[src/rtl/dtrs_ram.sv]
`timescale 1ns / 1ps
`default_nettype none

module dtrs_ram #(
  parameter int WIDTH = 8,
  parameter int DEPTH = 16
) (
  input  wire logic                     clk_i,
  input  wire logic                     we_i,
  input  wire logic [$clog2(DEPTH)-1:0] waddr_i,
  input  wire logic [WIDTH-1:0]         wdata_i,
  input  wire logic [$clog2(DEPTH)-1:0] raddr_i,
  output logic      [WIDTH-1:0]         rdata_o
);

  logic [WIDTH-1:0] mem_q [DEPTH];
  logic [WIDTH-1:0] rdata_q;

  // One write port and one registered read port.
  always_ff @(posedge clk_i) begin
    if (we_i) begin
      mem_q[waddr_i] <= wdata_i;
    end
    rdata_q <= mem_q[raddr_i];
  end

  assign rdata_o = rdata_q;

endmodule

`default_nettype wire

[config.mk]
export PLATFORM = sky130hd
export DESIGN_NAME = dtrs_ram
export DESIGN_NICKNAME = d
export VERILOG_FILES = /design/src/rtl/dtrs_ram.sv
export SDC_FILE = /design/constraint.sdc
export NUM_CORES = 1
export LEC_CHECK = 0
export BUFFER_PORTS_ARGS = -buffer_cell sky130_fd_sc_hd__clkbuf_2
export CAP_MARGIN = 20
export CORE_UTILIZATION = 65
export CTS_CLUSTER_SIZE = 30
export DETAILED_ROUTE_END_ITERATION = 10
export GPL_ROUTABILITY_DRIVEN = 0
export PLACE_DENSITY = 0.83
export SLEW_MARGIN = 25
export SYNTH_ARGS = -nofsm -noshare
export SYNTH_HDL_FRONTEND = slang
export SYNTH_SLANG_ARGS = --single-unit
[constraint.sdc]
create_clock -name clk_i -period 5.1 [get_ports clk_i]
set_input_delay 0.765 -clock clk_i [delete_from_list [all_inputs] [get_ports clk_i]]
set_output_delay 0.765 -clock clk_i [all_outputs]
set_load 0.02 [all_outputs]
* Yosys cells after proc, flatten, opt, wreduce, memory -nomap -nowiden
Memories as Yosys holds them, arrays and structs flattened. A register that Yosys moved wholly into a read port is not among the register bits. Index checks and enable logic that the tools add are counted.
Storage, ports and cells: bits in read-only memories 0, RAM bits 128, memories kept 1, output and inout port bits 8, register bits 0, logic and storage cells 3, input port bits 18, latch bits 0
Memories:
- mem_q | words 16, width 8, rd ports 1, clocked after Yosys merged registers in 1, write ports 1, RTL line 16 | logic [WIDTH-1:0] mem_q [DEPTH];
Cells by class: shift operators 0, order comparisons 0, equal/unequal tests 0, $add $sub $neg 0, div/mod/pow operators 0, bitwise gates (word level) 0, multipliers 0, reduce and logical (&&, ||, !) cells 0, mux-type cells 2
Operators by type and width (number):
- $mux 1 | 2

* Depth between registers and ports, before layout
word-level depth 2, gate-level depth with buffers 5, mapped depth without buffers 3

* Worst setup path after synthesis
Ideal clock, no wire load.
path kind in2reg, from input waddr_i[2], to memory mem_q[0][0] (enable), data required time 4717 ps, data arrival time 1875 ps, buffers on the path 0, setup time 383 ps, path slack 2842 ps, cell stages on the path 2, cells stage by stage or3b_2 > nor3_1
RTL lines:
- start: declaration | RTL line 10 | input wire logic [$clog2(DEPTH)-1:0] waddr_i,
- end: declaration | RTL line 16
Straight into the memory's write port.

==> results_dict.tcl <==
set metrics [dict create \
    synth.top_cell.area_share_pct 74.7 \
    wirelength_mm 9.61 \
    synth_nets 247 \
    status "complete, no violations" \
    fillers 403 \
    cts_tree "done" \
    startpoint_type "input pin" \
    avgSynthCellArea_um2 22.5 \
    ir_drop_v 0.000366 \
    core_um2 7690 \
    cts-root-buf "clkbuf_8" \
    drtIter0Drc 277 \
    yosys.area.top_type "edfxtp_1" \
    cp_slowest_stage_delay_ps 670 \
    drtAntennaViolNets 0 \
    ys_warn_count 0 \
    pwr-share-seq_pct 47.7 \
    setup_viol 0 \
    relSlewSlack_pct 37.1 \
    place_area_um2 5340 \
    nets 283 \
    synthCells 229 \
    crit_path_max_fanout 32 \
    initial_utilization_pct 67.0 \
    crit_slowest_cell "mux4_1" \
    grt_pass1_wl_mm 14.6 \
    regArea_um2 4000 \
    clock.fmax_mhz 497 \
    ys_seq_area_share_pct 77.8 \
    p_comb_share_pct 4.5 \
    place_inst 348 \
    track_usage_pct 25.8 \
    num_antenna_cells 0 \
    power_frac_clock_pct 47.8 \
    worstSetupPathType "input pin to flop" \
    p_per_area_nw_per_um2 442 \
    ys_seq_elements 136 \
    fp.dieH_um 91.0 \
    worstPathArrival_ps 2410 \
    period_share_pct 39.5 \
    dr.pass1.iters 5 \
    numCtsBuffers 17 \
    grt_max_degree 33 \
    clockBufferDepth 2 \
    io_buffers 25 \
    netlist_area_um2 5150 \
    cap_violations 0 \
    worstPathRequired_ps 5490 \
    cts.htree.levels 4 \
    drc 0 \
    synth.area.top_cells "edfxtp_1, mux4_2, mux4_1" \
    fin_cells 380 \
    cts_hold_buf 0 \
    multiInputGateArea_um2 1070 \
    p_sw_w 0.000522 \
    p_int_w 0.00211 \
    via_per_inst 6.55 \
    grt_setup_unrepaired "false" \
    clock-sinks 136 \
    fin_crit_ps 2010 \
    grt_pass1_vias 2576 \
    die_x_um 91.0 \
    crit_path_cell_trace "clkbuf_2, buf_4, mux4_1, a22oi_1, nand2_1" \
    insertion_delay_ps 520 \
    setup_tns_ps 0 \
    end_kind "flop" \
    clk_pin_slew_ps 60 \
    grt_overflow 0 \
    dr_total_vias 2489 \
    finalMaxSlewViolations 0 \
    avgRoutedWirePerCell_um 25.3 \
    worst_pin_slew_ps 940 \
    die_area_um2 8280 \
    antenna_found_initial 0 \
    synth_cell_types 19 \
    num_rows 32 \
    hold_viol 0 \
    whs_ps 659 \
    cts_setup_buffers 0 \
    io_pins 26 \
    drive_above_1_share_pct 28.1 \
    cts.repair.resized 0 \
    totalPowerFinal_w 0.00264 \
    fin_skew_ps 7.57 \
    syn_to_final_growth_pct 15.8 \
    p_leak_nw 2.00 \
    switching_share_pct 19.8 \
    stdcell_area_um2 5960 \
    hold_class "input pin to flop" \
    dp_hpwl_mm 5.47 \
]
## through the flow
stage	setup WS, ps	util [%]
2_1_floorplan	2840	-
3_3_place_gp	2580	69.4
3_5_place_dp	2450	69.4
4_1_cts	2970	77.5
5_1_grt	2980	77.6
6_report	3090	77.6
## power groups by stage
| stage | Combinational [W] | Sequential [W] | Clock [W] |
|---|---|---|---|
| after global routing | 0.000126 | 0.00126 | 0.00131 |
| after global placement | 0.000111 | 0.00128 | 0 |
| after CTS | 0.000118 | 0.00126 | 0.00127 |
| after detailed placement | 0.000115 | 0.00128 | 0 |
| after floorplan | 0.0000634 | 0.00129 | 0 |
| final | 0.000117 | 0.00126 | 0.00126 |
## cell families (layout without fill, tap and decap cells)
| group | Yosys count | count (layout) | share of synthesized area, % |
|---|---|---|---|
| multiplexers | 32 | 32 | 15.0 |
| flip-flops | 136 | 136 | 77.8 |
| buffers and inverters | 10 | 59 | 1.68 |
| AND/OR/NAND/NOR | 35 | 35 | 3.18 |
| AO/OA/AOI/OAI | 16 | 16 | 2.33 |
## per-layer routing
layer | part of all wire (%) | routed length, µm | global-route usage (%) | up-vias
li1 | - | - | - | 1050
met1 | 39 | 3740 | 35.1 | 1292
met2 | 51 | 4950 | 41.7 | 127
met3 | 7.6 | 731 | 4.94 | 20
met4 | 2.0 | 189 | 11.4 | 0
met5 | 0 | 0 | 0 | -
## worst max-delay path, delay by kind of cell
family	cells	cell delay (ps)
muxes	1	670
AOI/OAI and AO/OA	1	280
and+or+nand+nor	1	120
buffers and inverters	2	560
## path summary, 6_finish.rpt
check                               from                endpoint  slack [ps]  cells after the start
hold reg to reg   mem_q[12][7]$_DFFE_PP_      rdata_o[7]$_DFF_P_         660                      3
hold / removal                wdata_i[3]  mem_q[11][3]$_DFFE_PP_         660                      1
setup / recovery              raddr_i[0]      rdata_o[5]$_DFF_P_        3090                      5
setup reg to reg   mem_q[2][5]$_DFFE_PP_      rdata_o[5]$_DFF_P_        3650                      3
## area by class of cell
type | instances | share of cell area (%)
sequential | 136 | 67.2
clock inverter | 12 | 2.90
multi-input combinational | 83 | 18.0
tap | 102 | 2.14
timing repair buffer | 27 | 2.35
clock buffer | 20 | 7.47
## registers in the layout (all words and copies together) (netlist names)
register  cells
rdata_o       8
mem_q       128
## cell usage after synthesis (all sizes together)
cell           number
a22oi              16
and2                1
and2b               1
buf                 7
clkdlybuf4s25       3
dfxtp               8
edfxtp            128
mux4               32
nand2               9
nand2b              2
nand3               1
nand3b              2
nor2               13
nor2b               1
nor3                4
or3b                1
## placed cells by master, fill, tap and decap left out, types with 2 or more instances in the layout
cell type,n
bufinv_16,4
nand3b_1,2
mux4_2,18
buf_4,2
a22oi_1,16
clkinvlp_4,3
nor2_1,13
edfxtp_1,128
clkbuf_16,16
clkbuf_8,3
dfxtp_1,8
clkinv_1,2
nor3_2,3
clkbuf_2,25
nand2b_1,2
nand2_1,9
mux4_1,14
(Power assumes the default switching activity.)
