==> src/rtl/dtrs_sieve.sv <==
`timescale 1ns / 1ps
`default_nettype none

module dtrs_sieve #(
  parameter int TABLE_SIZE = 65536
) (
  input  wire logic                                     clk_i,
  input  wire logic                                     rst_ni,
  output logic                                          ram_we_o,
  output logic [$clog2(TABLE_SIZE)-1:0]                 ram_waddr_o,
  output logic [$clog2(TABLE_SIZE)+(($clog2(TABLE_SIZE)<=16)?7:8)+3:0] ram_wdata_o,
  output logic [$clog2(TABLE_SIZE)-1:0]                 ram_raddr_o,
  input  wire logic [$clog2(TABLE_SIZE)+(($clog2(TABLE_SIZE)<=16)?7:8)+3:0] ram_rdata_i,
  output logic                                          done_o
);

  localparam int AW = $clog2(TABLE_SIZE);
  localparam int CW = (AW <= 16) ? 7 : 8;
  localparam int SW = AW + 3;
  localparam int WW = 1 + CW + SW;
  localparam int EW = $clog2(AW + 1);

  localparam logic [2:0] S_CLEAR = 3'd0;
  localparam logic [2:0] S_CHECK = 3'd1;
  localparam logic [2:0] S_TEST  = 3'd2;
  localparam logic [2:0] S_POW   = 3'd3;
  localparam logic [2:0] S_RD    = 3'd4;
  localparam logic [2:0] S_WR    = 3'd5;
  localparam logic [2:0] S_DONE  = 3'd6;

  logic [2:0]    state_q, state_d;
  logic [AW:0]   addr_q, addr_d;
  logic [AW-1:0] n_q, n_d;
  logic [EW-1:0] k_q, k_d;
  logic          first_q, first_d;
  logic [SW-1:0] pw_q, pw_d;
  logic [SW-1:0] run_q, run_d;
  logic [SW-1:0] ps_q [AW+1];
  logic [AW-1:0] dg_q [AW];
  logic [AW-1:0] dg_d [AW];
  logic          ps_we;
  logic          adv;
  logic          carry;
  logic [AW:0]   nxt;
  logic [EW-1:0] tz;
  logic [EW-1:0] expo;
  logic [EW:0]   expo_inc;
  logic [CW-1:0] rd_cnt;
  logic [SW-1:0] rd_sig;
  logic          rd_mark;

  assign rd_mark = ram_rdata_i[WW-1];
  assign rd_cnt  = ram_rdata_i[SW +: CW];
  assign rd_sig  = ram_rdata_i[0 +: SW];

  // Sieve sequencer: clearing pass, prime test, power table, then one
  // read-modify-write of every multiple of the prime.
  always_comb begin
    state_d     = state_q;
    addr_d      = addr_q;
    n_d         = n_q;
    k_d         = k_q;
    pw_d        = pw_q;
    run_d       = run_q;
    dg_d        = dg_q;
    first_d     = first_q;
    ps_we       = 1'b0;
    adv         = 1'b0;
    carry       = 1'b0;
    ram_we_o    = 1'b0;
    ram_waddr_o = addr_q[AW-1:0];
    ram_wdata_o = '0;
    ram_raddr_o = n_q;
    nxt         = addr_q + {1'b0, n_q};

    // The exponent of the prime in a multiple is one more than the number
    // of trailing zero digits of the cofactor written in base prime.
    tz = '0;
    for (int k = AW - 1; k >= 0; k--) begin
      if (dg_q[k] != '0) begin
        tz = EW'(k);
      end
    end
    expo     = tz + EW'(1);
    expo_inc = (EW+1)'(expo) + (EW+1)'(1);

    unique case (state_q)
      S_CLEAR: begin
        ram_we_o = 1'b1;
        if (addr_q != '0) begin
          ram_wdata_o = {1'b0, CW'(1), SW'(1)};
        end
        addr_d = addr_q + 1'b1;
        if (addr_q[AW-1:0] == AW'(TABLE_SIZE - 1)) begin
          n_d     = AW'(2);
          state_d = S_CHECK;
        end
      end
      S_CHECK: begin
        state_d = S_TEST;
      end
      S_TEST: begin
        if (rd_mark) begin
          adv = 1'b1;
        end else begin
          pw_d    = SW'(n_q);
          run_d   = SW'(1);
          k_d     = EW'(1);
          state_d = S_POW;
        end
      end
      S_POW: begin
        run_d = run_q + pw_q;
        ps_we = 1'b1;
        pw_d  = SW'(pw_q * n_q);
        k_d   = k_q + 1'b1;
        if (k_q == EW'(AW)) begin
          addr_d = {1'b0, n_q};
          for (int k = 0; k < AW; k++) begin
            dg_d[k] = '0;
          end
          dg_d[0] = AW'(1);
          first_d = 1'b1;
          state_d = S_RD;
        end
      end
      S_RD: begin
        ram_raddr_o = addr_q[AW-1:0];
        state_d     = S_WR;
      end
      S_WR: begin
        ram_we_o    = 1'b1;
        ram_wdata_o = {rd_mark | ~first_q,
                       CW'(rd_cnt * expo_inc),
                       SW'(rd_sig * ps_q[expo])};
        first_d     = 1'b0;
        // Count the cofactor up by one in base prime.
        carry = 1'b1;
        for (int k = 0; k < AW; k++) begin
          if (carry) begin
            if (dg_q[k] == n_q - 1'b1) begin
              dg_d[k] = '0;
            end else begin
              dg_d[k] = dg_q[k] + 1'b1;
              carry   = 1'b0;
            end
          end
        end
        if (nxt > (AW+1)'(TABLE_SIZE - 1)) begin
          adv = 1'b1;
        end else begin
          addr_d  = nxt;
          state_d = S_RD;
        end
      end
      S_DONE: begin
        state_d = S_DONE;
      end
      default: begin
        state_d = S_CLEAR;
      end
    endcase

    // Move on to the next candidate, or finish after the last entry.
    if (adv) begin
      if (n_q == AW'(TABLE_SIZE - 1)) begin
        state_d = S_DONE;
      end else begin
        n_d     = n_q + 1'b1;
        state_d = S_CHECK;
      end
    end
  end

  // Control state.
  always_ff @(posedge clk_i or negedge rst_ni) begin
    if (!rst_ni) begin
      state_q <= S_CLEAR;
      addr_q  <= '0;
      n_q     <= '0;
      k_q     <= '0;
      first_q <= 1'b0;
    end else begin
      state_q <= state_d;
      addr_q  <= addr_d;
      n_q     <= n_d;
      k_q     <= k_d;
      first_q <= first_d;
    end
  end

  // Power sums and digit counter of the current prime.
  always_ff @(posedge clk_i) begin
    pw_q  <= pw_d;
    run_q <= run_d;
    dg_q  <= dg_d;
    if (ps_we) begin
      ps_q[k_q] <= run_d;
    end
    if (state_q == S_TEST) begin
      ps_q[0] <= SW'(1);
    end
  end

  assign done_o = (state_q == S_DONE);

endmodule

`default_nettype wire

==> config.mk <==
export PLATFORM = sky130hd
export DESIGN_NAME = dtrs_sieve
export DESIGN_NICKNAME = d
export VERILOG_FILES = /design/src/rtl/dtrs_sieve.sv
export SDC_FILE = /design/constraint.sdc
export NUM_CORES = 2
export LEC_CHECK = 0
export BUFFER_PORTS_ARGS = -buffer_cell sky130_fd_sc_hd__buf_4
export CORE_MARGIN = 2
export CORE_UTILIZATION = 50
export CTS_CLUSTER_DIAMETER = 120
export CTS_CLUSTER_SIZE = 30
export DETAILED_ROUTE_END_ITERATION = 12
export PLACE_DENSITY = 0.76
export SYNTH_ARGS = -nofsm -noshare
export SYNTH_HDL_FRONTEND = slang
export SYNTH_SLANG_ARGS = --single-unit
export TNS_END_PERCENT = 50
==> constraint.sdc <==
create_clock -name clk_i -period 18 [get_ports clk_i]
set_input_delay 5.4 -clock clk_i [delete_from_list [all_inputs] [get_ports clk_i]]
set_output_delay 5.4 -clock clk_i [all_outputs]
set_load 0.02 [all_outputs]
; After elaboration in Yosys (flattened, before gate mapping)
; Memory sizes are Yosys's and may differ from the RTL's.
; Index checks and enable logic that the tools add are counted.
[totals]
reg_bits = 336
latch_bits = 0
ramBits = 323
mem_bits_ro = 0
input_bits = 29
word_cells = 273
memories = 1
[op_classes]
addsub = 24
n_mul = 3
n_div = 0
n_lt_le_gt_ge = 1
eq_ne = 47
shift = 0
mux = 130
n_bitwise = 2
n_reduce_logical = 42
[mem_list]
columns = memory, words, word_bits, read_ports, rd_clocked_by_memory_dff, wr, line
row1 = ps_q, 17, 19, 1, 0, 1, 38  ; logic [SW-1:0] ps_q [AW+1];
[ops]
columns = op, n
row1 = $mux W16, 36
row2 = $pmux W256 S2, 1
row3 = $add A16 B1 Y16 const B, 17
row4 = $eq A16 B16 Y1, 16
row5 = $mux W256, 1
row6 = $reduce_bool A16 Y1, 16
row7 = $mux W5, 16
row8 = $pmux W19 S2, 2
row9 = $mux W19, 3
row10 = $mux W1, 54
row11 = $pmux W27 S2, 1
row12 = $pmux W17 S3, 1
row13 = $reduce_and A3 Y1, 16
row14 = $ne A2 B2 Y1 const B, 18
row15 = $mux W17, 2
row16 = $eq A16 B16 Y1 const B, 2
row17 = $pmux W3 S7, 1
row18 = $mux W20, 1
row19 = $add A19 B19 Y19, 1
row20 = $mul A19 B16 Y19, 1
row21 = $mul A19 B19 Y19, 1
row22 = $reduce_or A19 Y1, 1
row23 = $mux W3, 6
row24 = $add A17 B1 Y17 const B, 1
row25 = other kinds (23), 34

; Depth between registers and ports, before layout
[depth]
depth_word = 34
ltp_mapped = 48

; Worst setup path after synthesis
; OpenSTA, ideal clock, no wires.
[synth_path]
path_type = in2out
from = input port ram_rdata_i[10] (netlist bit)
to = output port ram_wdata_o[18] (netlist bit)
arrival_time_ns = 11.473
required_time_ns = 12.600
slack_ns = 1.127
stages = 26
path_buffers = 1
cell_sequence = buf_1 nand2_1 fa_1 inv_1 fa_1 inv_1 fa_1 inv_1 fa_1 fa_1 inv_1 fa_1 inv_1 ha_1 and2_1 o21ai_0 o21ai_0 o21ai_0 nand2b_1 a21oi_1 o21ai_0 xor2_1 xnor2_1 xnor3_1 xnor3_1 nor2_1
[synth_between]
elab_chain_cells = 2
[synth_lines]
columns = item, line
row1 = "start, declared", 13  ; input wire logic [$clog2(TABLE_SIZE)+(($clog2(TABLE_SIZE)<=16)?7:8)+3:0] ram_rdata_i,
row2 = $mul A19 B19 Y19, 135  ; SW'(rd_sig * ps_q[expo])};
row3 = $pmux W27 S2, 87  ; unique case (state_q)
row4 = "end, declared", 11  ; output logic [$clog2(TABLE_SIZE)+(($clog2(TABLE_SIZE)<=16)?7:8)+3:0] ram_wdata_o,
; Every way passes these cells.

; Worst setup path after layout
[layout_path]
from = input port ram_rdata_i[9] (netlist bit)
to = output port ram_wdata_o[18] (netlist bit)
; Same word-level chain as after synthesis.

==> tab_implementation.tex <==
\begin{tabular}{lr}
\hline
Metric & Value \\
\hline
\multicolumn{2}{l}{\textbf{Synth}} \\
\quad Most repeated cell in the gate-level netlist after synthesis & sky130\_fd\_sc\_hd\_\_edfxtp\_1 \\
\quad Primary FF master, synth & sky130\_fd\_sc\_hd\_\_edfxtp\_1 \\
\quad Synth top area cells & sky130\_fd\_sc\_hd\_\_edfxtp\_1, sky130\_fd\_sc\_hd\_\_fa\_1, sky130\_fd\_sc\_hd\_\_xnor2\_1 \\
\quad Area fraction of the dominant cell type after synthesis & 37.43\% \\
\quad Post-synth top cells & sky130\_fd\_sc\_hd\_\_edfxtp\_1, sky130\_fd\_sc\_hd\_\_inv\_1, sky130\_fd\_sc\_hd\_\_nor2\_1 \\
\quad Net Count, Synth & 5087 \\
\quad Cell Area, Synth & around 48000 µm² \\
\quad Number of synthesis warnings & 0 \\
\quad Fraction of registers with async set or reset after synthesis & 6.373\% \\
\quad Post-synthesis cell type count & 94 \\
\quad Synthesized flop and latch total & 659 \\
\quad Avg Cell Area, Syn & 10.42 µm² \\
\quad Cell taking the most area after synthesis & sky130\_fd\_sc\_hd\_\_edfxtp\_1 \\
\quad Number of flops mapped to enable cells by yosys & 598 \\
\quad Syn Inst Count & 4605 \\
\quad Share of the yosys chip area belonging to registers & 40.42\% \\
\multicolumn{2}{l}{\textbf{Worst setup path}} \\
\quad CP Launch Type & primary input \\
\quad CP max stage cell & sky130\_fd\_sc\_hd\_\_fa\_1 \\
\quad Critical path peak fanout & 10 \\
\quad Beginning of the critical path & ram\_rdata\_i[9] \\
\quad Type of the worst setup path & primary input to output port \\
\quad Source of the worst register-to-register timing path & n\_q[0] \\
\quad Critical Path Max Stage Delay & 0.56 ns \\
\quad Most prevalent standard cell on the critical path & sky130\_fd\_sc\_hd\_\_fa\_1 \\
\quad WP data required & 12.60 ns \\
\quad Critical path capture point type & output port \\
\quad Crit path DAT & 11.95 ns \\
\multicolumn{2}{l}{\textbf{Die}} \\
\quad Row count & 113 \\
\quad Die Outline Area & 98430 µm² \\
\quad I/O Pins & 90 \\
\quad Die X & 313.7 µm \\
\quad Initial core utilization & 50.49\% \\
\quad Core region area & 95010 µm² \\
\quad Overall die height & 313.7 µm \\
\multicolumn{2}{l}{\textbf{Layout}} \\
\quad Relative area change from synthesis to final layout & 5.637\% \\
\quad Utilization of the core after routing & a little over half \\
\quad Fraction of layout instances using a drive strength above 1 & 7.149\% \\
\quad Storage element area & slightly below 20000 µm² \\
\quad Multi-input logic area & 25920 µm² \\
\quad Number of nets in the final layout & 5050 \\
\quad Fill cell count & 8133 \\
\multicolumn{2}{l}{\textbf{Timing}} \\
\quad Crit path time final & 17.35 ns \\
\quad Tightest Pin Transition & 1.108 ns \\
\quad Achievable clock frequency & 57.62 MHz \\
\quad Worst Skew & approximately 0.045 ns \\
\quad Setup violators final & 0 \\
\quad Count of pins over their slew limit & 0 \\
\quad Hold violation total from the final report & 0 \\
\quad Setup TNS & 0 ns \\
\quad Setup repair after global routing missed its margin & false \\
\quad Post-Route Hold Slack & around 0.51 ns \\
\quad Fin crit share & 96.41\% \\
\quad Worst max-slew margin expressed relative to the limit & 25.65\% \\
\multicolumn{2}{l}{\textbf{Clock tree}} \\
\quad CTS tree & yes \\
\quad Worst-Skew Late Latency & $\sim$0.63 ns \\
\quad Cell at the root of the clock tree & sky130\_fd\_sc\_hd\_\_clkbuf\_16 \\
\quad Hold-fix buffers, CTS & 0 \\
\quad TritonCTS buffer count & 26 \\
\quad Bufs on Longest Clock Path & 3 \\
\quad Clock transition at the registers of the reported paths & 0.12 ns \\
\quad Depth of the CTS H-tree & 1 \\
\quad Clk sink count & 659 \\
\multicolumn{2}{l}{\textbf{Placed design}} \\
\quad Post-detail-place hpwl & 78460 µm \\
\quad Count of input and output buffers & 89 \\
\quad Placer Congestion & a little under 0.9 \\
\multicolumn{2}{l}{\textbf{Min path}} \\
\quad Hold WC Path Type & flop to flop \\
\quad Launch instance of the worst min-delay path & first\_q \\
\multicolumn{2}{l}{\textbf{Detailed routing}} \\
\quad Post-route DRC & 0 \\
\quad Via-per-instance ratio & 5.701 \\
\quad Avg WL per Cell & 19.83 µm \\
\quad DRC marker count from the first detailed-route iteration & 3179 \\
\quad Antenna-violating nets left & 0 \\
\quad Iteration count of the initial detailed-routing pass & 6 \\
\quad Post-detailed-routing wire length & 116100 µm \\
\quad Total vias in the final route & 33376 \\
\multicolumn{2}{l}{\textbf{Status}} \\
\quad Result of the run & completed \\
\multicolumn{2}{l}{\textbf{Global routing}} \\
\quad Remaining global-route overflow & 0 \\
\quad Via count of the first global-routing pass & between 30000 and 40000 \\
\quad Largest net degree at the start of global routing & 49 \\
\quad Initial antenna violation count & 0 \\
\quad First-pass GRT wire length & roughly 180000 µm \\
\quad GRT Util Overall & between 20\% and 30\% \\
\multicolumn{2}{l}{\textbf{Pwr}} \\
\quad Highest ir drop seen on vdd & 0.08945 mV \\
\quad Tot Pwr & 0.004622 W \\
\quad P per Cell Area & 91.21 nW/µm² \\
\quad Leakage component of the power & 19.26 nW \\
\multicolumn{2}{l}{\textbf{Job}} \\
\quad Max-cap violations & 0 \\
\hline
\end{tabular}
[layout by cell type (no fill, tap or decap), types with 17 or more instances in the layout]
cell                        count
sky130_fd_sc_hd__nand4_1       71
sky130_fd_sc_hd__nand3_1      165
sky130_fd_sc_hd__and2_1       152
sky130_fd_sc_hd__fa_1         256
sky130_fd_sc_hd__a22oi_1       33
sky130_fd_sc_hd__mux4_2        28
sky130_fd_sc_hd__nand2b_1      22
sky130_fd_sc_hd__buf_4        157
sky130_fd_sc_hd__and3_1        75
sky130_fd_sc_hd__dfxtp_1       19
sky130_fd_sc_hd__mux2_2        17
sky130_fd_sc_hd__nor4_1        68
sky130_fd_sc_hd__xor2_1       273
sky130_fd_sc_hd__clkbuf_16     27
sky130_fd_sc_hd__edfxtp_1     598
sky130_fd_sc_hd__mux2i_1      103
sky130_fd_sc_hd__clkbuf_1      19
sky130_fd_sc_hd__nor2b_1       56
sky130_fd_sc_hd__o21bai_1      39
sky130_fd_sc_hd__nand2_1      430
sky130_fd_sc_hd__ha_1         196
sky130_fd_sc_hd__a21oi_1       98
sky130_fd_sc_hd__nor2_1       422
sky130_fd_sc_hd__dfrtp_1       41
sky130_fd_sc_hd__xnor2_1      340
sky130_fd_sc_hd__nor3_1        67
sky130_fd_sc_hd__o21ai_0       93
sky130_fd_sc_hd__inv_1        476
[path summary, 6_finish.rpt]
check,endpoint,slack (ns),cells after the start
max,ram_wdata_o[18],0.65,27
min in group asynchronous,addr_q[13],4.74,1
max reg2reg,dg_q[11],10.20,18
min reg2reg,first_q,0.51,2
min,first_q,0.51,2
max in group asynchronous,n_q[0],12.81,1
[report_power, final]
part	switching, W	leakage [nW]	internal [W]
logic	0.00119	13.1	0.000810
clock network	0.000476	0.372	0.000292
registers	0.0000628	5.76	0.00179
total	0.00173	19.3	0.00289
[sequential cells by signal, indices dropped and copies added, names as in the netlist]
register,flops
addr_q,17
first_q,1
state_q,3
run_q,19
n_q,16
ps_q,323
pw_q,19
k_q,5
dg_q,256
[per-stage QoR]
stage,cells,cell area [µm²],worst slack (ns)
2_1_floorplan,4605,47970,1.127
3_3_place_gp,5802,49820,0.6425
3_5_place_dp,5802,49820,0.5882
4_1_cts,5850,50610,0.3020
5_1_grt,5853,50670,0.008812
6_report,5854,50670,0.6462
[worst max-delay path, delay by kind of cell]
kind                     cells  cell delay, ns
adder cells (fa/ha/maj)      7            3.41
AO/OA/AOI/OAI                5            0.89
buffers and inverters        7            0.59
XOR/XNOR                     4            1.12
AND/OR/NAND/NOR              4            0.52
[cell families after synthesis]
logic type	Yosys count	synth area share, %
xor gates and xnor gates	632	11.89
and+or+nand+nor	1634	16.63
DFF	659	40.42
AOI/OAI and AO/OA	370	4.953
muxes	156	4.074
other	1	0.007817
adders and majority gates	453	15.82
buffers and inverters	700	6.208
[per-layer routing]
metal	vias up	track usage, %	part of all wire [%]
li1	15362	-	-
met1	16535	32.68	43
met2	1297	39.29	47
met3	182	2.645	7.7
met4	0	5.676	2.4
met5	-	0	0
[area by class of cell]
class | count | share of cell area [%]
Antenna cell | 1 | 0.004938
Timing Repair Buffer | 159 | 2.388
Inverter | 476 | 3.526
Multi-Input combinational cell | 3246 | 51.15
Tap cell | 1265 | 3.123
Clock inverter | 2 | 0.07160
Clock buffer | 46 | 1.474
Sequential cell | 659 | 38.26
[repair_timing]
action	4_1_cts	5_1_grt
setup buffers	0	3
resized for setup	1	9
gates cloned	0	0
pin swaps	0	1
setup endpoints to repair	1	1
Power figures use the tool's default switching activity.
