==> src/rtl/dtrs_pkg.sv <==
`timescale 1ns / 1ps
`default_nettype none

package dtrs_pkg;

  // Fixed field widths of the query and result transactions.
  localparam int FIELD_W = 16;
  localparam int VAL_W   = FIELD_W + 1;
  localparam int COUNT_W = 20;
  localparam int SIGMA_W = 33;

  // One query transaction.
  typedef struct packed {
    logic [FIELD_W-1:0] range_first;
    logic [FIELD_W-1:0] range_last;
    logic [FIELD_W-1:0] step_divisor;
  } dtrs_in_t;

  // One result transaction.
  typedef struct packed {
    logic [COUNT_W-1:0] count_total;
    logic [SIGMA_W-1:0] sigma_total;
  } dtrs_out_t;

  // A classified query as handed from the front end to the back end.
  typedef struct packed {
    logic [VAL_W-1:0]   start;
    logic [FIELD_W-1:0] step;
    logic [FIELD_W-1:0] last;
    logic               empty;
  } dtrs_job_t;

endpackage

`default_nettype wire

==> src/rtl/dtrs_front.sv <==
`timescale 1ns / 1ps
`default_nettype none

module dtrs_front #(
  parameter int TABLE_SIZE = 65536
) (
  input  wire logic                 clk_i,
  input  wire logic                 rst_ni,
  input  wire logic                 ready_i,
  input  wire logic                 in_valid_i,
  output logic                      in_stall_o,
  input  wire dtrs_pkg::dtrs_in_t   in_data_i,
  output logic                      job_valid_o,
  output dtrs_pkg::dtrs_job_t       job_o,
  input  wire logic                 job_pop_i
);

  import dtrs_pkg::*;

  localparam logic [1:0] F_IDLE = 2'd0;
  localparam logic [1:0] F_DIV  = 2'd1;
  localparam logic [1:0] F_MUL  = 2'd2;
  localparam logic [1:0] F_PUSH = 2'd3;
  localparam int         CNT_W  = $clog2(VAL_W);

  logic [1:0]         state_q, state_d;
  logic [CNT_W-1:0]   cnt_q, cnt_d;
  logic [FIELD_W-1:0] first_q, first_d;
  logic [FIELD_W-1:0] last_q, last_d;
  logic [FIELD_W-1:0] step_q, step_d;
  logic [VAL_W-1:0]   div_q, div_d;
  logic [FIELD_W-1:0] rem_q, rem_d;
  logic [VAL_W-1:0]   quo_q, quo_d;
  logic [VAL_W-1:0]   start_q, start_d;
  logic [VAL_W-1:0]   trial;
  logic [VAL_W-1:0]   prod;
  logic               accept;
  logic               push;
  dtrs_job_t          job_new;

  dtrs_job_t fifo_q [2];
  logic      wr_ptr_q, rd_ptr_q;
  logic [1:0] fill_q;

  assign in_stall_o = ~(ready_i && (state_q == F_IDLE));
  assign accept     = in_valid_i && !in_stall_o;
  assign trial      = {rem_q, div_q[VAL_W-1]};
  assign prod       = VAL_W'(quo_q * step_q);

  // Classify the query: clamp the range and find the first multiple.
  always_comb begin
    state_d = state_q;
    cnt_d   = cnt_q;
    first_d = first_q;
    last_d  = last_q;
    step_d  = step_q;
    div_d   = div_q;
    rem_d   = rem_q;
    quo_d   = quo_q;
    start_d = start_q;
    push    = 1'b0;

    job_new.start = start_q;
    job_new.step  = step_q;
    job_new.last  = last_q;
    job_new.empty = (step_q == '0) || (first_q > last_q) ||
                    (start_q > {1'b0, last_q});

    unique case (state_q)
      F_IDLE: begin
        if (accept) begin
          first_d = in_data_i.range_first;
          step_d  = in_data_i.step_divisor;
          if (32'(in_data_i.range_last) > 32'(TABLE_SIZE - 1)) begin
            last_d = FIELD_W'(TABLE_SIZE - 1);
          end else begin
            last_d = in_data_i.range_last;
          end
          div_d   = {1'b0, in_data_i.range_first} + {1'b0, in_data_i.step_divisor}
                    - VAL_W'(1);
          rem_d   = '0;
          quo_d   = '0;
          cnt_d   = '0;
          state_d = F_DIV;
        end
      end
      F_DIV: begin
        // Restoring division, one quotient bit per cycle.
        if (trial >= {1'b0, step_q}) begin
          rem_d = FIELD_W'(trial - {1'b0, step_q});
          quo_d = {quo_q[VAL_W-2:0], 1'b1};
        end else begin
          rem_d = trial[FIELD_W-1:0];
          quo_d = {quo_q[VAL_W-2:0], 1'b0};
        end
        div_d = {div_q[VAL_W-2:0], 1'b0};
        cnt_d = cnt_q + 1'b1;
        if (cnt_q == CNT_W'(VAL_W - 1)) begin
          state_d = F_MUL;
        end
      end
      F_MUL: begin
        // A range that starts at zero begins at the step itself.
        if (prod == '0) begin
          start_d = {1'b0, step_q};
        end else begin
          start_d = prod;
        end
        state_d = F_PUSH;
      end
      F_PUSH: begin
        if (fill_q != 2'd2) begin
          push    = 1'b1;
          state_d = F_IDLE;
        end
      end
      default: begin
        state_d = F_IDLE;
      end
    endcase
  end

  always_ff @(posedge clk_i or negedge rst_ni) begin
    if (!rst_ni) begin
      state_q  <= F_IDLE;
      cnt_q    <= '0;
      wr_ptr_q <= 1'b0;
      rd_ptr_q <= 1'b0;
      fill_q   <= '0;
    end else begin
      state_q <= state_d;
      cnt_q   <= cnt_d;
      if (push) begin
        wr_ptr_q <= ~wr_ptr_q;
      end
      if (job_pop_i) begin
        rd_ptr_q <= ~rd_ptr_q;
      end
      case ({push, job_pop_i})
        2'b10:   fill_q <= fill_q + 1'b1;
        2'b01:   fill_q <= fill_q - 1'b1;
        default: fill_q <= fill_q;
      endcase
    end
  end

  // Query fields, divider state and the two-entry job queue.
  always_ff @(posedge clk_i) begin
    first_q <= first_d;
    last_q  <= last_d;
    step_q  <= step_d;
    div_q   <= div_d;
    rem_q   <= rem_d;
    quo_q   <= quo_d;
    start_q <= start_d;
    if (push) begin
      fifo_q[wr_ptr_q] <= job_new;
    end
  end

  assign job_valid_o = (fill_q != '0);
  assign job_o       = fifo_q[rd_ptr_q];

endmodule

`default_nettype wire

==> config.mk <==
export PLATFORM = sky130hd
export DESIGN_NAME = dtrs_front
export DESIGN_NICKNAME = d
export VERILOG_FILES = /design/src/rtl/dtrs_pkg.sv /design/src/rtl/dtrs_front.sv
export SDC_FILE = /design/constraint.sdc
export NUM_CORES = 1
export LEC_CHECK = 0
export BUFFER_PORTS_ARGS = -buffer_cell sky130_fd_sc_hd__buf_2
export CAP_MARGIN = 25
export CORE_ASPECT_RATIO = 1.25
export CORE_MARGIN = 2
export CORE_UTILIZATION = 30
export CTS_BUF_LIST = sky130_fd_sc_hd__clkbuf_16
export CTS_CLUSTER_DIAMETER = 120
export CTS_CLUSTER_SIZE = 25
export DETAILED_ROUTE_END_ITERATION = 8
export GPL_TIMING_DRIVEN = 0
export PLACE_DENSITY_LB_ADDON = 0.12
export SETUP_SLACK_MARGIN = 0.1
export SKIP_CTS_REPAIR_TIMING = 1
export SYNTH_ARGS = -nofsm -noshare
export SYNTH_HDL_FRONTEND = slang
export SYNTH_SLANG_ARGS = --single-unit
==> constraint.sdc <==
create_clock -name clk_i -period 8.75 [get_ports clk_i]
set_clock_uncertainty 0.2 [all_clocks]
set_input_delay 0.875 -clock clk_i [delete_from_list [all_inputs] [get_ports clk_i]]
set_output_delay 0.875 -clock clk_i [all_outputs]
set_load 0.01 [all_outputs]
=== Yosys cells after proc, flatten, opt, wreduce, memory -nomap -nowiden ===
Memories as Yosys holds them, arrays and structs flattened.
Cells that the tools add are included.

* Add/sub/neg operators: 6
* Multiply operators: 1
* Div/mod/pow operators: 0
* Order comparisons: 3
* Equality and inequality tests: 10
* Shift operators: 0
* Multiplexer cells: 20
* Bitwise gates (word level): 3
* Reduce and logical (&&, ||, !) cells: 13

{| class="wikitable"
|+ Operator list
! cell !! number
|-
| $pmux W17 S2 || 2
|-
| $mux W16 || 3
|-
| $mux W17 || 2
|-
| $pmux W16 S2 || 1
|-
| $add A16 B16 Y17 || 1
|-
| $ge A17 B16 Y1 || 1
|-
| $gt A17 B16 Y1 || 1
|-
| $logic_not A17 Y1 || 1
|-
| $mul A17 B16 Y17 || 1
|-
| $sub A17 B1 Y17 const B || 1
|-
| $gt A16 B16 Y1 || 1
|-
| $logic_not A16 Y1 || 1
|-
| $sub A16 B16 Y16 || 1
|-
| $pmux W5 S2 || 1
|-
| $ne A2 B2 Y1 const B || 4
|-
| $pmux W2 S4 || 1
|-
| $eq A2 B2 Y1 const B || 3
|-
| $mux W2 || 3
|-
| $reduce_bool A2 Y1 || 3
|-
| $add A5 B1 Y5 const B || 1
|-
| $eq A5 B5 Y1 const B || 1
|-
| $mux W1 || 5
|-
| $mux W5 || 1
|-
| $eq A2 B1 Y1 const B || 2
|-
| 9 further kinds || 14
|}

* Flip-flop bits (word level): 126
* Bits in latches: 0
* Memory bits (writable): 100
* Memory bits (read-only): 0
* Input port bits: 53
* Output and inout port bits: 52
* Word-level logic and storage cells: 70
* Memories kept: 1

{| class="wikitable"
|+ Memories
! name !! depth !! bits a word !! rd ports !! clocked after Yosys merged registers in !! wr ports !! RTL line !! RTL
|-
| fifo_q || 2 || 50 || 1 || 0 || 1 || dtrs_front.sv:41 || <nowiki>dtrs_job_t fifo_q [2];</nowiki>
|}

=== Logic depth before layout (Yosys ltp) ===
* Depth after elaboration: 5
* Mapped depth: 24

=== Worst setup path after synthesis ===
No wires, ideal clock.

* Path type: register to register
* Start: reg step_q[1]
* End: reg start_q[12] (data pin)
* Setup time: 0.263 ns
* Arrival time: 6.317 ns
* Required time: 8.287 ns
* Setup slack: 1.970 ns
* Cell stages (with the launch flop): 23
* Clock period less this slack: 6.780 ns
* Cells stage by stage: edfxtp_1 > clkbuf_1 > clkbuf_1 > nand2_1 > fa_1 > fa_1 > fa_1 > fa_1 > inv_1 > fa_1 > inv_1 > fa_1 > inv_1 > ha_1 > buf_6 > and3_1 > nand3_1 > or4b_4 > nand3b_1 > a21oi_2 > xor2_4 > nor3_4 > a2111o_1

* Longest elaborated chain between the ends: 3

{| class="wikitable"
|+ RTL lines
! what !! RTL line !! RTL
|-
| start: declaration || dtrs_front.sv:30 || <nowiki>logic [FIELD_W-1:0] step_q, step_d;</nowiki>
|-
| start signal: assignment || dtrs_front.sv:151 || <nowiki>step_q <= step_d;</nowiki>
|-
| $mul A17 B16 Y17 * || dtrs_front.sv:48 || <nowiki>assign prod = VAL_W'(quo_q * step_q);</nowiki>
|-
| $logic_not A17 Y1 || dtrs_front.sv:104 || <nowiki>if (prod == '0) begin</nowiki>
|-
| $mux W16 * || dtrs_front.sv:104 ||
|-
| end signal: assignment || dtrs_front.sv:155 || <nowiki>start_q <= start_d;</nowiki>
|-
| end: declaration || dtrs_front.sv:34 || <nowiki>logic [VAL_W-1:0] start_q, start_d;</nowiki>
|}

Every way passes the cells marked *; elsewhere a longest branch is shown, timed or not.
A chain may end at the register's enable or synchronous reset.

=== Final worst setup path ===
* Start: reg step_q[2]
* End: reg start_q[12] (data pin)

The elaborated chain is that of the path after synthesis.

==> qor.csv <==
stage;metric;value;unit
setup_path;most common cell type on the critical path;sky130_fd_sc_hd__fa_1;
setup_path;class of the most critical setup path;flop to flop;
cts;number of CTS-inserted buffers;14;
setup_path;worst path required time;8.89;ns
finish;P&R area growth vs syn;12.4;%
sta;Finish-stage setup viols;0;
sta;number of hold violations in the final report;0;
finish;diodes inserted;0;
setup_path;peak fanout along the critical path;10;
sta;setup repair after global routing missed its margin;false;
detailed_routing;total number of vias;10100;
setup_path;slowest stage delay, CP;0.74;ns
grt;number of global-route vias before repair;10700;
sta;slew of the pin with the lowest slew margin;1.03;ns
sta;clock period minus final worst setup slack;8.19;ns
detailed_routing;Highest Signal Layer;met4;
cts;H-tree depth reported by CTS;1;
yosys;proportion of synthesized flip-flops having asynchronous set or reset;0.0487;
yosys;post-synthesis cell area;0.0155;sq mm
finish;share of layout cells above drive strength 1;0.136;
cts;CTS sink count;226;
grt;GRT Overall Usage;0.160;
detailed_routing;average vias per placed instance;4.66;
cts;buffer levels on the longest clock path;3;
job;maximum capacitance violations;0;
detailed_routing;DRC marker count from the first detailed-route iteration;555;
grt;GRT Residual Overflow;0;
yosys;synthesized area per cell;11.3;sq um
die;boundary pin count;105;
die;Die Area;0.0536;sq mm
place;post-detail-place hpwl;32.6;mm
detailed_routing;post-detailed-routing wire length;42.5;mm
setup_path;kind of start point of the critical path;flop;
detailed_routing;DR WL met2;21.4;mm
yosys;Post-Synthesis Cells;1378;
yosys;number of distinct library cells after synthesis;62;
cts;CTS tree;built;
detailed_routing;DRT met1 WL;19.0;mm
place;Final GP Congestion;0.798;
setup_path;Worst path slowest cell;sky130_fd_sc_hd__clkbuf_1;
sta;final cycle utilization of the critical path;0.936;
sta;Fin Setup TNS;0;ns
grt;antenna violations before repair;2;
die;die extent in y;258;um
yosys;flop and latch count out of synthesis;226;
yosys;dominant register cell in the synthesized netlist;sky130_fd_sc_hd__edfxtp_1;
detailed_routing;Initial DRT Pass Iterations;5;
outcome;run status;completed;
grt;pin count of the biggest net entering global routing;51;
setup_path;data arrival time of the critical path;8.34;ns
yosys;warnings from Yosys;0;
setup_path;category of the worst setup path capture point;flop;
yosys;proportion of synthesized chip area in sequential cells;0.433;
cts;clk_lat worst skew;0.50;ns
min_path;type of the worst min-delay path;input pin to asynchronous set/reset pin;
yosys;count of flip-flops with a built-in enable after synthesis;215;
sta;Final Max Slew Viols;0;
sta;remaining max-slew budget at the tightest pin;0.316;
detailed_routing;number of design rule violations left after detail routing;0;
die;effective utilization at floorplan;0.303;
detailed_routing;remaining antenna violation count after routing;0;
detailed_routing;detailed route wirelength on metal3;1.14;mm
cts;clock transition at the registers of the reported paths;0.10;ns
setup_path;CP delay by family, top;adder cells;
grt;wire length of the first global-routing pass;65.3;mm
yosys;net count of the mapped netlist;1663;
place;Port Buffer Count;104;
cts;buffer type at the clock tree root;sky130_fd_sc_hd__clkbuf_16;
setup_path;sum of buffers and inverters on the critical path;7;
die;die width;208;um
finish;number of nets at the end of the flow;1787;
die;total core area;0.0513;sq mm
die;Row Count;93;
detailed_routing;per-cell routed wire length;19.6;um
setup_path;series of cell instances along the critical path;clkbuf_1 > clkbuf_1 > nand2_1 > fa_1 > fa_1 > fa_1 > inv_1 > fa_1 > fa_1 > inv_1 > fa_1 > inv_1 > ha_1 > clkbuf_8 > a21oi_2 > a31oi_1 > or3_2 > o211ai_2 > nand4b_1 > or3_1 > buf_6 > nor3_4 > a2111o_1;
sta;max frequency;122;MHz
## placed cells by master, fill, tap and decap left out, types with 15 or more instances in the layout
cell type	synthesis	routed
sky130_fd_sc_hd__a21o_1	16	16
sky130_fd_sc_hd__a21oi_1	32	32
sky130_fd_sc_hd__and2_1	92	92
sky130_fd_sc_hd__buf_2	2	106
sky130_fd_sc_hd__clkbuf_1	36	35
sky130_fd_sc_hd__clkbuf_16	0	15
sky130_fd_sc_hd__edfxtp_1	215	215
sky130_fd_sc_hd__fa_1	96	96
sky130_fd_sc_hd__ha_1	136	136
sky130_fd_sc_hd__inv_1	238	241
sky130_fd_sc_hd__mux2_2	51	51
sky130_fd_sc_hd__nand2_1	117	117
sky130_fd_sc_hd__nand3_1	15	15
sky130_fd_sc_hd__nor2_1	47	46
sky130_fd_sc_hd__o21ai_0	48	48
sky130_fd_sc_hd__xnor2_1	40	40
sky130_fd_sc_hd__xor2_1	20	20
## synthesized netlist by cell type, drive strengths merged, types with 8 or more instances
master	number	area, sq um
dfrtp	11	275
nor3	13	76.3
a211oi	13	97.6
nor2b	10	62.6
edfxtp	215	6460
fa	96	1920
xor2	21	203
mux2	51	574
nand2	117	439
o21ai	50	250
ha	136	1700
and3	8	50.1
clkbuf	40	164
a21oi	34	178
a21o	16	120
nand3	15	75.1
and2	92	576
nor2	47	176
o21a	11	82.6
xnor2	40	350
nand4	12	75.1
inv	238	893
## sequential cells by signal, summed over array words and instances, names as in the netlist
signal and cells:
last_q 16, fifo_q 100, cnt_q 5, wr_ptr_q 1
first_q 16, quo_q 17, div_q 17, rd_ptr_q 1
start_q 17, fill_q 2, step_q 16, rem_q 16
state_q 2
## area by class of cell
| cell class | count | area (sq um) |
|---|---|---|
| clock inverter | 8 | 78.8 |
| clock buffer | 15 | 375 |
| tap | 665 | 832 |
| multi-input combinational | 869 | 7740 |
| timing repair buffer | 108 | 623 |
| buffer | 45 | 201 |
| fill | 5165 | 33800 |
| inverter | 238 | 893 |
| sequential | 226 | 6730 |
## final timing paths
path / depth (start not counted) / start / slack [ns] / end
max in group asynchronous: 1 / rst_ni / 8.09 / wr_ptr_q$_DFFE_PN0P_
min reg2reg: 0 / step_q[2]$_DFFE_PP_ / 0.28 / fifo_q[1][19]$_DFFE_PP_
min: 1 / rst_ni / 0.04 / cnt_q[0]$_DFFE_PN0P_
min in group clk_i: 0 / step_q[2]$_DFFE_PP_ / 0.28 / fifo_q[1][19]$_DFFE_PP_
max: 23 / step_q[2]$_DFFE_PP_ / 0.56 / start_q[12]$_DFFE_PP_
max reg2reg: 23 / step_q[2]$_DFFE_PP_ / 0.56 / start_q[12]$_DFFE_PP_
## per-layer routing
layer  global-route usage  vias to the layer above
met5                    0                        -
met4               0.0385                        0
met3               0.0137                       45
met2                0.288                      146
met1                0.207                     5042
li1                     -                     4889
## worst reg2reg max path: stages, from the launching register on
cell,delay [ns]
sky130_fd_sc_hd__edfxtp_1,0.38
sky130_fd_sc_hd__clkbuf_1,0.50
sky130_fd_sc_hd__clkbuf_1,0.75
sky130_fd_sc_hd__nand2_1,0.19
sky130_fd_sc_hd__fa_1,0.52
sky130_fd_sc_hd__fa_1,0.52
sky130_fd_sc_hd__fa_1,0.52
sky130_fd_sc_hd__inv_1,0.05
sky130_fd_sc_hd__fa_1,0.51
sky130_fd_sc_hd__fa_1,0.55
sky130_fd_sc_hd__inv_1,0.06
sky130_fd_sc_hd__fa_1,0.53
sky130_fd_sc_hd__inv_1,0.05
sky130_fd_sc_hd__ha_1,0.31
sky130_fd_sc_hd__clkbuf_8,0.17
sky130_fd_sc_hd__a21oi_2,0.18
sky130_fd_sc_hd__a31oi_1,0.14
sky130_fd_sc_hd__or3_2,0.43
sky130_fd_sc_hd__o211ai_2,0.28
sky130_fd_sc_hd__nand4b_1,0.14
sky130_fd_sc_hd__or3_1,0.33
sky130_fd_sc_hd__buf_6,0.15
sky130_fd_sc_hd__nor3_4,0.36
sky130_fd_sc_hd__a2111o_1,0.22
## stage by stage
step	std cells	utilization	hold WS (ns)	area, sq um	worst slack, ns
floorplan	1378	-	0.239	15500	1.97
global placement	2147	0.329	0.253	16900	0.351
detailed placement	2151	0.332	0.262	17000	0.370
CTS	2174	0.341	0.0198	17500	0.305
global route	2174	0.341	0.0191	17500	0.178
finish	2174	0.341	0.0378	17500	0.558
## kinds of logic after synthesis
| logic type | after synthesis | share of synthesized area |
|---|---|---|
| compound gates | 173 | 0.0725 |
| xor+xnor | 62 | 0.0371 |
| fa+ha+maj | 232 | 0.233 |
| buf+inv | 283 | 0.0704 |
| flops | 226 | 0.433 |
| mux | 58 | 0.0415 |
| simple gates | 344 | 0.112 |
Power is left out: the tool's default activity adds up to more than one toggle a clock period on the data nets, which glitch-free logic cannot reach.
